==> src/rtl/mtep_pkg.sv <==
// Shared types, codes and helpers of the MIDI track event parser.
package mtep_pkg;

    typedef enum logic [3:0] {
        PH_DELTA      = 4'd0,
        PH_STATUS     = 4'd1,
        PH_DATA1      = 4'd2,
        PH_DATA2      = 4'd3,
        PH_META_TYPE  = 4'd4,
        PH_META_LEN   = 4'd5,
        PH_META_SKIP  = 4'd6,
        PH_SYSEX_LEN  = 4'd7,
        PH_SYSEX_SKIP = 4'd8
    } t_phase;

    typedef enum logic [1:0] {
        KIND_CHANNEL = 2'd0,
        KIND_META    = 2'd1,
        KIND_SYSEX   = 2'd2,
        KIND_ERROR   = 2'd3
    } t_kind;

    typedef enum logic [2:0] {
        ERR_NONE         = 3'd0,
        ERR_STRAY_EOX    = 3'd1,
        ERR_UNKNOWN_META = 3'd2,
        ERR_BAD_STATUS   = 3'd3,
        ERR_TRUNCATED    = 3'd4
    } t_err;

    localparam logic [7:0] STATUS_META  = 8'hFF;
    localparam logic [7:0] STATUS_SYSEX = 8'hF0;
    localparam logic [7:0] STATUS_EOX   = 8'hF7;
    localparam logic [3:0] HI_PROGRAM   = 4'hC;
    localparam logic [3:0] HI_PRESSURE  = 4'hD;
    localparam logic [1:0] VLQ_MAX      = 2'd3;

    typedef struct packed {
        t_phase      phase;
        logic [15:0] length_accum;
        logic [1:0]  length_bytes_seen;
        logic [15:0] delta_hold;
        logic [7:0]  running_status;
        logic        status_valid;
        logic [7:0]  first_data_hold;
        logic [7:0]  meta_type_hold;
        logic [15:0] skip_remaining;
        logic        halted;
    } t_state;

    localparam t_state STATE_RESET = '{
        phase:             PH_DELTA,
        length_accum:      16'd0,
        length_bytes_seen: 2'd0,
        delta_hold:        16'd0,
        running_status:    8'd0,
        status_valid:      1'b0,
        first_data_hold:   8'd0,
        meta_type_hold:    8'd0,
        skip_remaining:    16'd0,
        halted:            1'b0
    };

    typedef struct packed {
        t_kind       kind;
        logic [15:0] delta_time;
        logic [7:0]  status_byte;
        logic [7:0]  data_one;
        logic [7:0]  data_two;
        logic [1:0]  data_count;
        logic [7:0]  meta_kind;
        logic [15:0] payload_length;
        t_err        error_code;
        logic        track_end;
    } t_result;

    function automatic logic meta_known(input logic [7:0] mtype);
        logic known;
        unique case (mtype)
            8'h03, 8'h05, 8'h06, 8'h20, 8'h21,
            8'h2F, 8'h51, 8'h54, 8'h58, 8'h59: known = 1'b1;
            default:                           known = 1'b0;
        endcase
        return known;
    endfunction

endpackage

==> src/rtl/midi_track_event_parser.sv <==
// Top level: input register, parser core and result register of the track parser.
// A byte waits in the input register; its result is registered as the byte leaves it.
// Throughput: one byte per cycle unless a held result waits; each byte decodes in one core step.
// The result register frees itself in the cycle it is taken, so bytes flow while results drain.
// Reset (synchronous, active low) empties both registers and returns the parser
// to waiting for a delta time with no running status.
module midi_track_event_parser
    import mtep_pkg::*;
(
    input  logic        i_clk,
    input  logic        i_rst_n,
    input  logic        s_axis_tvalid,
    output logic        s_axis_tready,
    input  logic [7:0]  s_axis_tdata,   // track_byte
    input  logic [0:0]  s_axis_tuser,   // first_byte
    input  logic        s_axis_tlast,   // last_byte
    output logic        m_axis_tvalid,
    input  logic        m_axis_tready,
    // delta_time, status_byte, data_one, data_two, data_count, meta_kind,
    // payload_length, error_code, then zero fill
    output logic [71:0] m_axis_tdata,
    output logic [1:0]  m_axis_tuser,   // item_kind
    output logic        m_axis_tlast    // track_end
);

    logic       r_in_valid;
    logic [7:0] r_in_byte;
    logic       r_in_first;
    logic       r_in_last;
    logic       r_out_valid;
    t_result    r_out;
    logic       w_fire;
    logic       w_res_valid;
    t_result    w_res;

    assign w_fire        = r_in_valid && (!r_out_valid || m_axis_tready);
    assign s_axis_tready = !r_in_valid || w_fire;

    always_ff @(posedge i_clk) begin
        if (!i_rst_n) begin
            r_in_valid <= 1'b0;
        end else if (s_axis_tvalid && s_axis_tready) begin
            r_in_valid <= 1'b1;
        end else if (w_fire) begin
            r_in_valid <= 1'b0;
        end
    end

    always_ff @(posedge i_clk) begin
        if (s_axis_tvalid && s_axis_tready) begin
            r_in_byte  <= s_axis_tdata;
            r_in_first <= s_axis_tuser[0];
            r_in_last  <= s_axis_tlast;
        end
    end

    mtep_core u_core (
        .i_clk       (i_clk),
        .i_rst_n     (i_rst_n),
        .i_en        (w_fire),
        .i_byte      (r_in_byte),
        .i_first     (r_in_first),
        .i_last      (r_in_last),
        .o_res_valid (w_res_valid),
        .o_res       (w_res)
    );

    always_ff @(posedge i_clk) begin
        if (!i_rst_n) begin
            r_out_valid <= 1'b0;
        end else if (w_fire) begin
            r_out_valid <= w_res_valid;
        end else if (m_axis_tready) begin
            r_out_valid <= 1'b0;
        end
    end

    always_ff @(posedge i_clk) begin
        if (w_fire) begin
            r_out <= w_res;
        end
    end

    assign m_axis_tvalid = r_out_valid;
    assign m_axis_tuser  = r_out.kind;
    assign m_axis_tlast  = r_out.track_end;
    assign m_axis_tdata  = {3'b000, r_out.error_code, r_out.payload_length, r_out.meta_kind,
                            r_out.data_count, r_out.data_two, r_out.data_one,
                            r_out.status_byte, r_out.delta_time};

    a_reset_empty: assert property (@(posedge i_clk) !i_rst_n |=> !m_axis_tvalid)
        else $error("result register not empty after reset");

    a_err_code: assert property (@(posedge i_clk) disable iff (!i_rst_n)
        m_axis_tvalid |-> ((r_out.kind == KIND_ERROR) == (r_out.error_code != ERR_NONE)))
        else $error("error code does not match item kind");

    a_count: assert property (@(posedge i_clk) disable iff (!i_rst_n)
        m_axis_tvalid && r_out.kind != KIND_CHANNEL |-> r_out.data_count == 2'd0)
        else $error("data count set on a non-channel item");

    a_stall_src: assert property (@(posedge i_clk) disable iff (!i_rst_n)
        !s_axis_tready |-> r_in_valid && r_out_valid && !m_axis_tready)
        else $error("input stalled without a blocked result");

endmodule

==> src/rtl/mtep_core.sv <==
// Parser state registers and the per-byte decode step.
module mtep_core
    import mtep_pkg::*;
(
    input  logic       i_clk,
    input  logic       i_rst_n,
    input  logic       i_en,
    input  logic [7:0] i_byte,
    input  logic       i_first,
    input  logic       i_last,
    output logic       o_res_valid,
    output t_result    o_res
);

    t_state r_state;
    t_state n_state;

    always_comb begin
        t_state      cur;
        logic [15:0] v_acc;
        logic [1:0]  v_seen;
        logic        v_done;
        logic        e_valid;
        t_kind       e_kind;
        logic [7:0]  e_status;
        logic [7:0]  e_d1;
        logic [7:0]  e_d2;
        logic [1:0]  e_cnt;
        logic [7:0]  e_meta;
        logic [15:0] e_plen;
        t_err        e_err;
        logic [15:0] e_delta;

        cur = i_first ? STATE_RESET : r_state;
        n_state = cur;
        v_acc  = {cur.length_accum[8:0], i_byte[6:0]};
        v_seen = cur.length_bytes_seen + 2'd1;
        v_done = !i_byte[7] || (v_seen == VLQ_MAX);
        e_valid  = 1'b0;
        e_kind   = KIND_CHANNEL;
        e_status = 8'd0;
        e_d1     = 8'd0;
        e_d2     = 8'd0;
        e_cnt    = 2'd0;
        e_meta   = 8'd0;
        e_plen   = 16'd0;
        e_err    = ERR_NONE;

        if (!cur.halted) begin
            unique case (cur.phase)
                PH_DELTA: begin
                    n_state.length_accum      = v_acc;
                    n_state.length_bytes_seen = v_seen;
                    if (v_done) begin
                        n_state.delta_hold = v_acc;
                        n_state.phase      = PH_STATUS;
                    end
                end
                PH_STATUS: begin
                    if (i_byte[7]) begin
                        if (i_byte == STATUS_META) begin
                            n_state.status_valid = 1'b0;
                            n_state.phase        = PH_META_TYPE;
                        end else if (i_byte == STATUS_SYSEX) begin
                            n_state.status_valid      = 1'b0;
                            n_state.length_accum      = 16'd0;
                            n_state.length_bytes_seen = 2'd0;
                            n_state.phase             = PH_SYSEX_LEN;
                        end else if (i_byte == STATUS_EOX) begin
                            e_valid  = 1'b1;
                            e_kind   = KIND_ERROR;
                            e_status = i_byte;
                            e_err    = ERR_STRAY_EOX;
                        end else if (i_byte[7:4] == 4'hF) begin
                            e_valid  = 1'b1;
                            e_kind   = KIND_ERROR;
                            e_status = i_byte;
                            e_err    = ERR_BAD_STATUS;
                        end else begin
                            n_state.running_status = i_byte;
                            n_state.status_valid   = 1'b1;
                            n_state.phase          = PH_DATA1;
                        end
                    end else if (!cur.status_valid) begin
                        e_valid  = 1'b1;
                        e_kind   = KIND_ERROR;
                        e_status = i_byte;
                        e_err    = ERR_BAD_STATUS;
                    end else begin
                        // Running status: this byte is already the first data byte.
                        n_state.first_data_hold = i_byte;
                        if (cur.running_status[7:4] == HI_PROGRAM ||
                            cur.running_status[7:4] == HI_PRESSURE) begin
                            e_valid  = 1'b1;
                            e_status = cur.running_status;
                            e_d1     = i_byte;
                            e_cnt    = 2'd1;
                            n_state.phase             = PH_DELTA;
                            n_state.length_accum      = 16'd0;
                            n_state.length_bytes_seen = 2'd0;
                        end else begin
                            n_state.phase = PH_DATA2;
                        end
                    end
                end
                PH_DATA1: begin
                    n_state.first_data_hold = i_byte;
                    if (cur.running_status[7:4] == HI_PROGRAM ||
                        cur.running_status[7:4] == HI_PRESSURE) begin
                        e_valid  = 1'b1;
                        e_status = cur.running_status;
                        e_d1     = i_byte;
                        e_cnt    = 2'd1;
                        n_state.phase             = PH_DELTA;
                        n_state.length_accum      = 16'd0;
                        n_state.length_bytes_seen = 2'd0;
                    end else begin
                        n_state.phase = PH_DATA2;
                    end
                end
                PH_DATA2: begin
                    e_valid  = 1'b1;
                    e_status = cur.running_status;
                    e_d1     = cur.first_data_hold;
                    e_d2     = i_byte;
                    e_cnt    = 2'd2;
                    n_state.phase             = PH_DELTA;
                    n_state.length_accum      = 16'd0;
                    n_state.length_bytes_seen = 2'd0;
                end
                PH_META_TYPE: begin
                    n_state.meta_type_hold    = i_byte;
                    n_state.length_accum      = 16'd0;
                    n_state.length_bytes_seen = 2'd0;
                    n_state.phase             = PH_META_LEN;
                end
                PH_META_LEN, PH_SYSEX_LEN: begin
                    n_state.length_accum      = v_acc;
                    n_state.length_bytes_seen = v_seen;
                    if (v_done) begin
                        n_state.skip_remaining = v_acc;
                        if (v_acc == 16'd0) begin
                            e_valid = 1'b1;
                        end else begin
                            n_state.phase = (cur.phase == PH_META_LEN) ? PH_META_SKIP
                                                                       : PH_SYSEX_SKIP;
                        end
                    end
                end
                PH_META_SKIP, PH_SYSEX_SKIP: begin
                    n_state.skip_remaining = cur.skip_remaining - 16'd1;
                    if (n_state.skip_remaining == 16'd0) begin
                        e_valid = 1'b1;
                    end
                end
                default: begin
                    n_state.phase             = PH_DELTA;
                    n_state.length_accum      = 16'd0;
                    n_state.length_bytes_seen = 2'd0;
                end
            endcase

            // A finished meta or sysex payload reports here and returns to delta time.
            if (e_valid && (cur.phase == PH_META_LEN || cur.phase == PH_META_SKIP)) begin
                e_status = STATUS_META;
                e_meta   = cur.meta_type_hold;
                e_plen   = n_state.length_accum;
                if (meta_known(cur.meta_type_hold)) begin
                    e_kind = KIND_META;
                end else begin
                    e_kind = KIND_ERROR;
                    e_err  = ERR_UNKNOWN_META;
                end
                n_state.phase             = PH_DELTA;
                n_state.length_accum      = 16'd0;
                n_state.length_bytes_seen = 2'd0;
            end else if (e_valid &&
                         (cur.phase == PH_SYSEX_LEN || cur.phase == PH_SYSEX_SKIP)) begin
                e_kind   = KIND_SYSEX;
                e_status = STATUS_SYSEX;
                e_plen   = n_state.length_accum;
                n_state.phase             = PH_DELTA;
                n_state.length_accum      = 16'd0;
                n_state.length_bytes_seen = 2'd0;
            end

            if (e_valid && e_kind == KIND_ERROR) begin
                n_state.halted = 1'b1;
            end

            if (i_last) begin
                if (!e_valid) begin
                    // The chunk ended inside an event.
                    e_valid = 1'b1;
                    e_kind  = KIND_ERROR;
                    e_err   = ERR_TRUNCATED;
                    if (n_state.phase == PH_DATA1 || n_state.phase == PH_DATA2) begin
                        e_status = n_state.running_status;
                    end else if (n_state.phase == PH_META_TYPE ||
                                 n_state.phase == PH_META_LEN ||
                                 n_state.phase == PH_META_SKIP) begin
                        e_status = STATUS_META;
                    end else if (n_state.phase == PH_SYSEX_LEN ||
                                 n_state.phase == PH_SYSEX_SKIP) begin
                        e_status = STATUS_SYSEX;
                    end
                    if (n_state.phase == PH_META_LEN || n_state.phase == PH_META_SKIP) begin
                        e_meta = n_state.meta_type_hold;
                    end
                    if (n_state.phase == PH_DELTA) begin
                        n_state.delta_hold = 16'd0;
                    end
                    n_state.halted = 1'b1;
                end
            end
        end

        e_delta = n_state.delta_hold;
        if (!cur.halted && i_last && e_valid && !n_state.halted) begin
            n_state = STATE_RESET;
        end

        o_res_valid          = e_valid;
        o_res.kind           = e_kind;
        o_res.delta_time     = e_delta;
        o_res.status_byte    = e_status;
        o_res.data_one       = e_d1;
        o_res.data_two       = e_d2;
        o_res.data_count     = e_cnt;
        o_res.meta_kind      = e_meta;
        o_res.payload_length = e_plen;
        o_res.error_code     = e_err;
        o_res.track_end      = i_last;
    end

    always_ff @(posedge i_clk) begin
        if (!i_rst_n) begin
            r_state <= STATE_RESET;
        end else if (i_en) begin
            r_state <= n_state;
        end
    end

endmodule
==> config.mk <==
export PLATFORM = sky130hd
export DESIGN_NAME = midi_track_event_parser
export DESIGN_NICKNAME = d
export VERILOG_FILES = /design/src/rtl/mtep_pkg.sv /design/src/rtl/midi_track_event_parser.sv /design/src/rtl/mtep_core.sv
export SDC_FILE = /design/constraint.sdc
export NUM_CORES = 1
export LEC_CHECK = 0
export BUFFER_PORTS_ARGS = -buffer_cell sky130_fd_sc_hd__buf_4
export CORE_MARGIN = 3
export CORE_UTILIZATION = 59
export DETAILED_ROUTE_END_ITERATION = 6
export PLACE_DENSITY = 0.87
export SLEW_MARGIN = 20
export SYNTH_ARGS = -nofsm -noshare
export SYNTH_HDL_FRONTEND = slang
export SYNTH_HIERARCHICAL = 1
export SYNTH_SLANG_ARGS = --single-unit
==> constraint.sdc <==
create_clock -name i_clk -period 6.3 [get_ports i_clk]
set_clock_uncertainty 0.15 [all_clocks]
set_input_delay 1.26 -clock i_clk [delete_from_list [all_inputs] [get_ports i_clk]]
set_output_delay 1.26 -clock i_clk [all_outputs]
set_load 0.01 [all_outputs]
==> impl_metrics.toml <==
[run_status]
run_status = "completed"

[die]
die_area_mm2 = 0.0158
rows = 43
fp.coreArea_mm2 = 0.0139
die_x_um = 126
start_util = 0.606
die_h_um = 126
io_pins = 91

[yosys]
synth-xor-area-share = 0.00518
syn_inst = 889
ys_ff_latch = 164
yosys.area.top_type = "edfxtp_1"
yosysWarnings = 6
synthSimpleGateAreaFrac = 0.190
netlist_top_cells_area = "edfxtp_1 29%, dfxtp_1 19%, a22o_1 5.8%, nor2_1 3.4%, a22oi_1 3.4%"
synth.cell_area_mm2 = 0.00845
synth_fa_ha_area_frac = 0.00444
ys_types = 73
synth_compound_area_frac = 0.262
ys_seq_area_frac = 0.486
synth.top_cell.area_share = 0.291
synth.area.mux_share = 0.00237
synth_flop_cell = "edfxtp_1"
synth-edff-count = 82
syn_area_per_cell_um2 = 9.50
synth_top_family_by_area = "compound AO/OA/AOI/OAI gates"
async_flop_share = 0
netlist_top_cells_count = "82 x dfxtp_1, 82 x edfxtp_1, 77 x nor2_1, 62 x clkbuf_1, 56 x a22o_1"

[timing]
slew-limit-headroom = 0.382
worst_slack_ns = 1.46
max_freq_ghz = 0.207
worst_pin_slew_ns = 0.918
slew_viol_final = 0
fin_crit_ns = 4.84
setup_viol = 0
rsz0062_at_grt = "false"
finalCritPeriodShare = 0.769
hold_viol_final = 0
fin_setup_tns_ns = 0

[power]
power.total_mw = 2.44
p_leak_nw = 3.52
p_per_area_mw_per_mm2 = 253
vdd_drop_max_mv = 0.173

[final_layout]
antenna_cells = 0
nets = 940
layout-drive-gt1-share = 0.169
area_growth_pct = 14.3
instances_no_fill = 1116

[critical_path]
cp_slowest_stage_delay_ns = 0.61
cp-start-kind = "flop"
path_class = "flop to flop"
crit_path_top_delay_cell = "or4_1"
crit_required_ns = 6.44
cp_cell_sequence = "inv_1 -> nand2_1 -> ha_1 -> xnor2_1 -> o2111ai_1 -> or4_1 -> or4_1 -> nand3_1 -> o21a_1 -> a22o_1"
critPathTopFamily = "simple AND/OR/NAND/NOR gates"
path_max_fanout = 17
r2r_cells = 10
cp.depth = 10
path_common_cell = "or4_1"
crit_buf_inv = 1
critical_path_arrival_ns = 4.98
end_kind = "flop"

[clock_network]
root_buffer = "clkbuf_16"
clock_path_buffers = 2
clk_latency_ns = 0.43
cts_tree = "done"
h-tree-depth = 4
cts_sinks = 164
cts_buffers = 17
clkSlewWorstSetupHoldPaths_ns = 0.07
ctsResizeCount = 0
postCtsSetupBuffers = 0
cts_hold_buffers = 0

[routing]
antenna_left = 0
drt-wirelength-per-cell_um = 22.6
vias = 8015
routed_wl_um = 25200
first_pass_iters = 6
dr.first_iter.drc_count = 1397
vias_per_cell = 7.18
drc_errors = 0

[placement]
post-place-ws_ns = 1.63
dp.cells = 1084
dp_hpwl_um = 16100
portBuffers = 87
gp_congestion = 0.994

[grt]
grt.overflow.total = 0
antenna_found_initial = 0
grt_start_max_net_pins = 55
grt_usage = 0.313
grt_pass1_vias = 7384
grt_pass1_wl_um = 39500

[run]
cap_viol_max_count = 0

[min_path]
hold_depth = 1
hold_class = "flop to flop"
## sequential cells by signal, summed over array words and instances, names as in the netlist, 2 cells and up
register / flops
u_core/r_state: 80
m_axis_tdata: 69
r_in_byte: 8
m_axis_tuser: 2
## per-layer routing
layer / global-route usage / wire length, µm / vias to the layer above / share of wire
li1: - / - / 3471 / -
met1: 0.417 / 9300 / 3757 / 0.37
met2: 0.498 / 11800 / 666 / 0.47
met3: 0.0712 / 3160 / 121 / 0.13
met4: 0.125 / 959 / 0 / 0.038
met5: 0 / 0 / - / 0
## layout make-up
class,instances,area (µm²)
timing repair buffer,99,743
fill,1062,4270
sequential,164,4100
clock inverter,11,150
multi-input combinational,627,3950
clock buffer,21,440
tap,180,225
inverter,14,52.6
## power breakdown
group	internal [mW]	leakage [nW]	switching, mW	total (mW)
sequential	1.15	1.45	0.0404	1.19
clock	0.626	0.282	0.424	1.05
combinational	0.0693	1.79	0.129	0.198
## worst register-to-register path: cells and delay by family, from the launching register on
family	cells	cell delay (ns)
DFF	1	0.57
buffers and inverters	1	0.53
adders and majority gates	1	0.43
AOI/OAI and AO/OA	3	1.00
xor gates and xnor gates	1	0.27
and+or+nand+nor	4	1.75
## through the flow
step	instance area [µm²]	util	hold slack [ns]
final	9660	0.693	0.327
after global routing	9660	0.693	0.350
after CTS	9650	0.692	0.321
after detailed placement	9060	0.650	0.309
after global placement	9060	0.650	0.306
after floorplan	8460	-	0.275
## final timing paths
kind / startpoint / endpoint / slack [ns]
worst max-delay path: r_in_first / m_axis_tdata[1] / 1.46
worst min-delay path: u_core/r_state[32] / u_core/r_state[32] / 0.33
worst min register to register: u_core/r_state[32] / u_core/r_state[32] / 0.33
worst max register to register: r_in_first / m_axis_tdata[1] / 1.46
## kinds of logic after synthesis
group | count (synthesis)
AO/OA/AOI/OAI | 307
AND/OR/NAND/NOR | 307
flip-flops | 164
buffers and inverters | 100
XOR/XNOR | 5
adder cells (fa/ha/maj) | 3
multiplexers | 2
other | 1
## layout by cell type, fill, tap and decap left out, types with 7 or more instances in the layout
master and instances:
nor3_1 22, or3_1 8, and3_1 16, nor2b_1 13
nor2_1 77, o21ai_0 55, a221oi_1 8, a22oi_1 38
nor2_2 10, dfxtp_1 82, edfxtp_1 82, clkbuf_16 17
a21oi_1 44, nor4_1 10, a31oi_1 7, nand2_1 53
nand4_1 8, buf_4 99, nand3_1 35, inv_1 14
a32o_1 9, nand2b_1 13, a22o_1 56, a32oi_1 17
(Power assumes the default switching activity.)
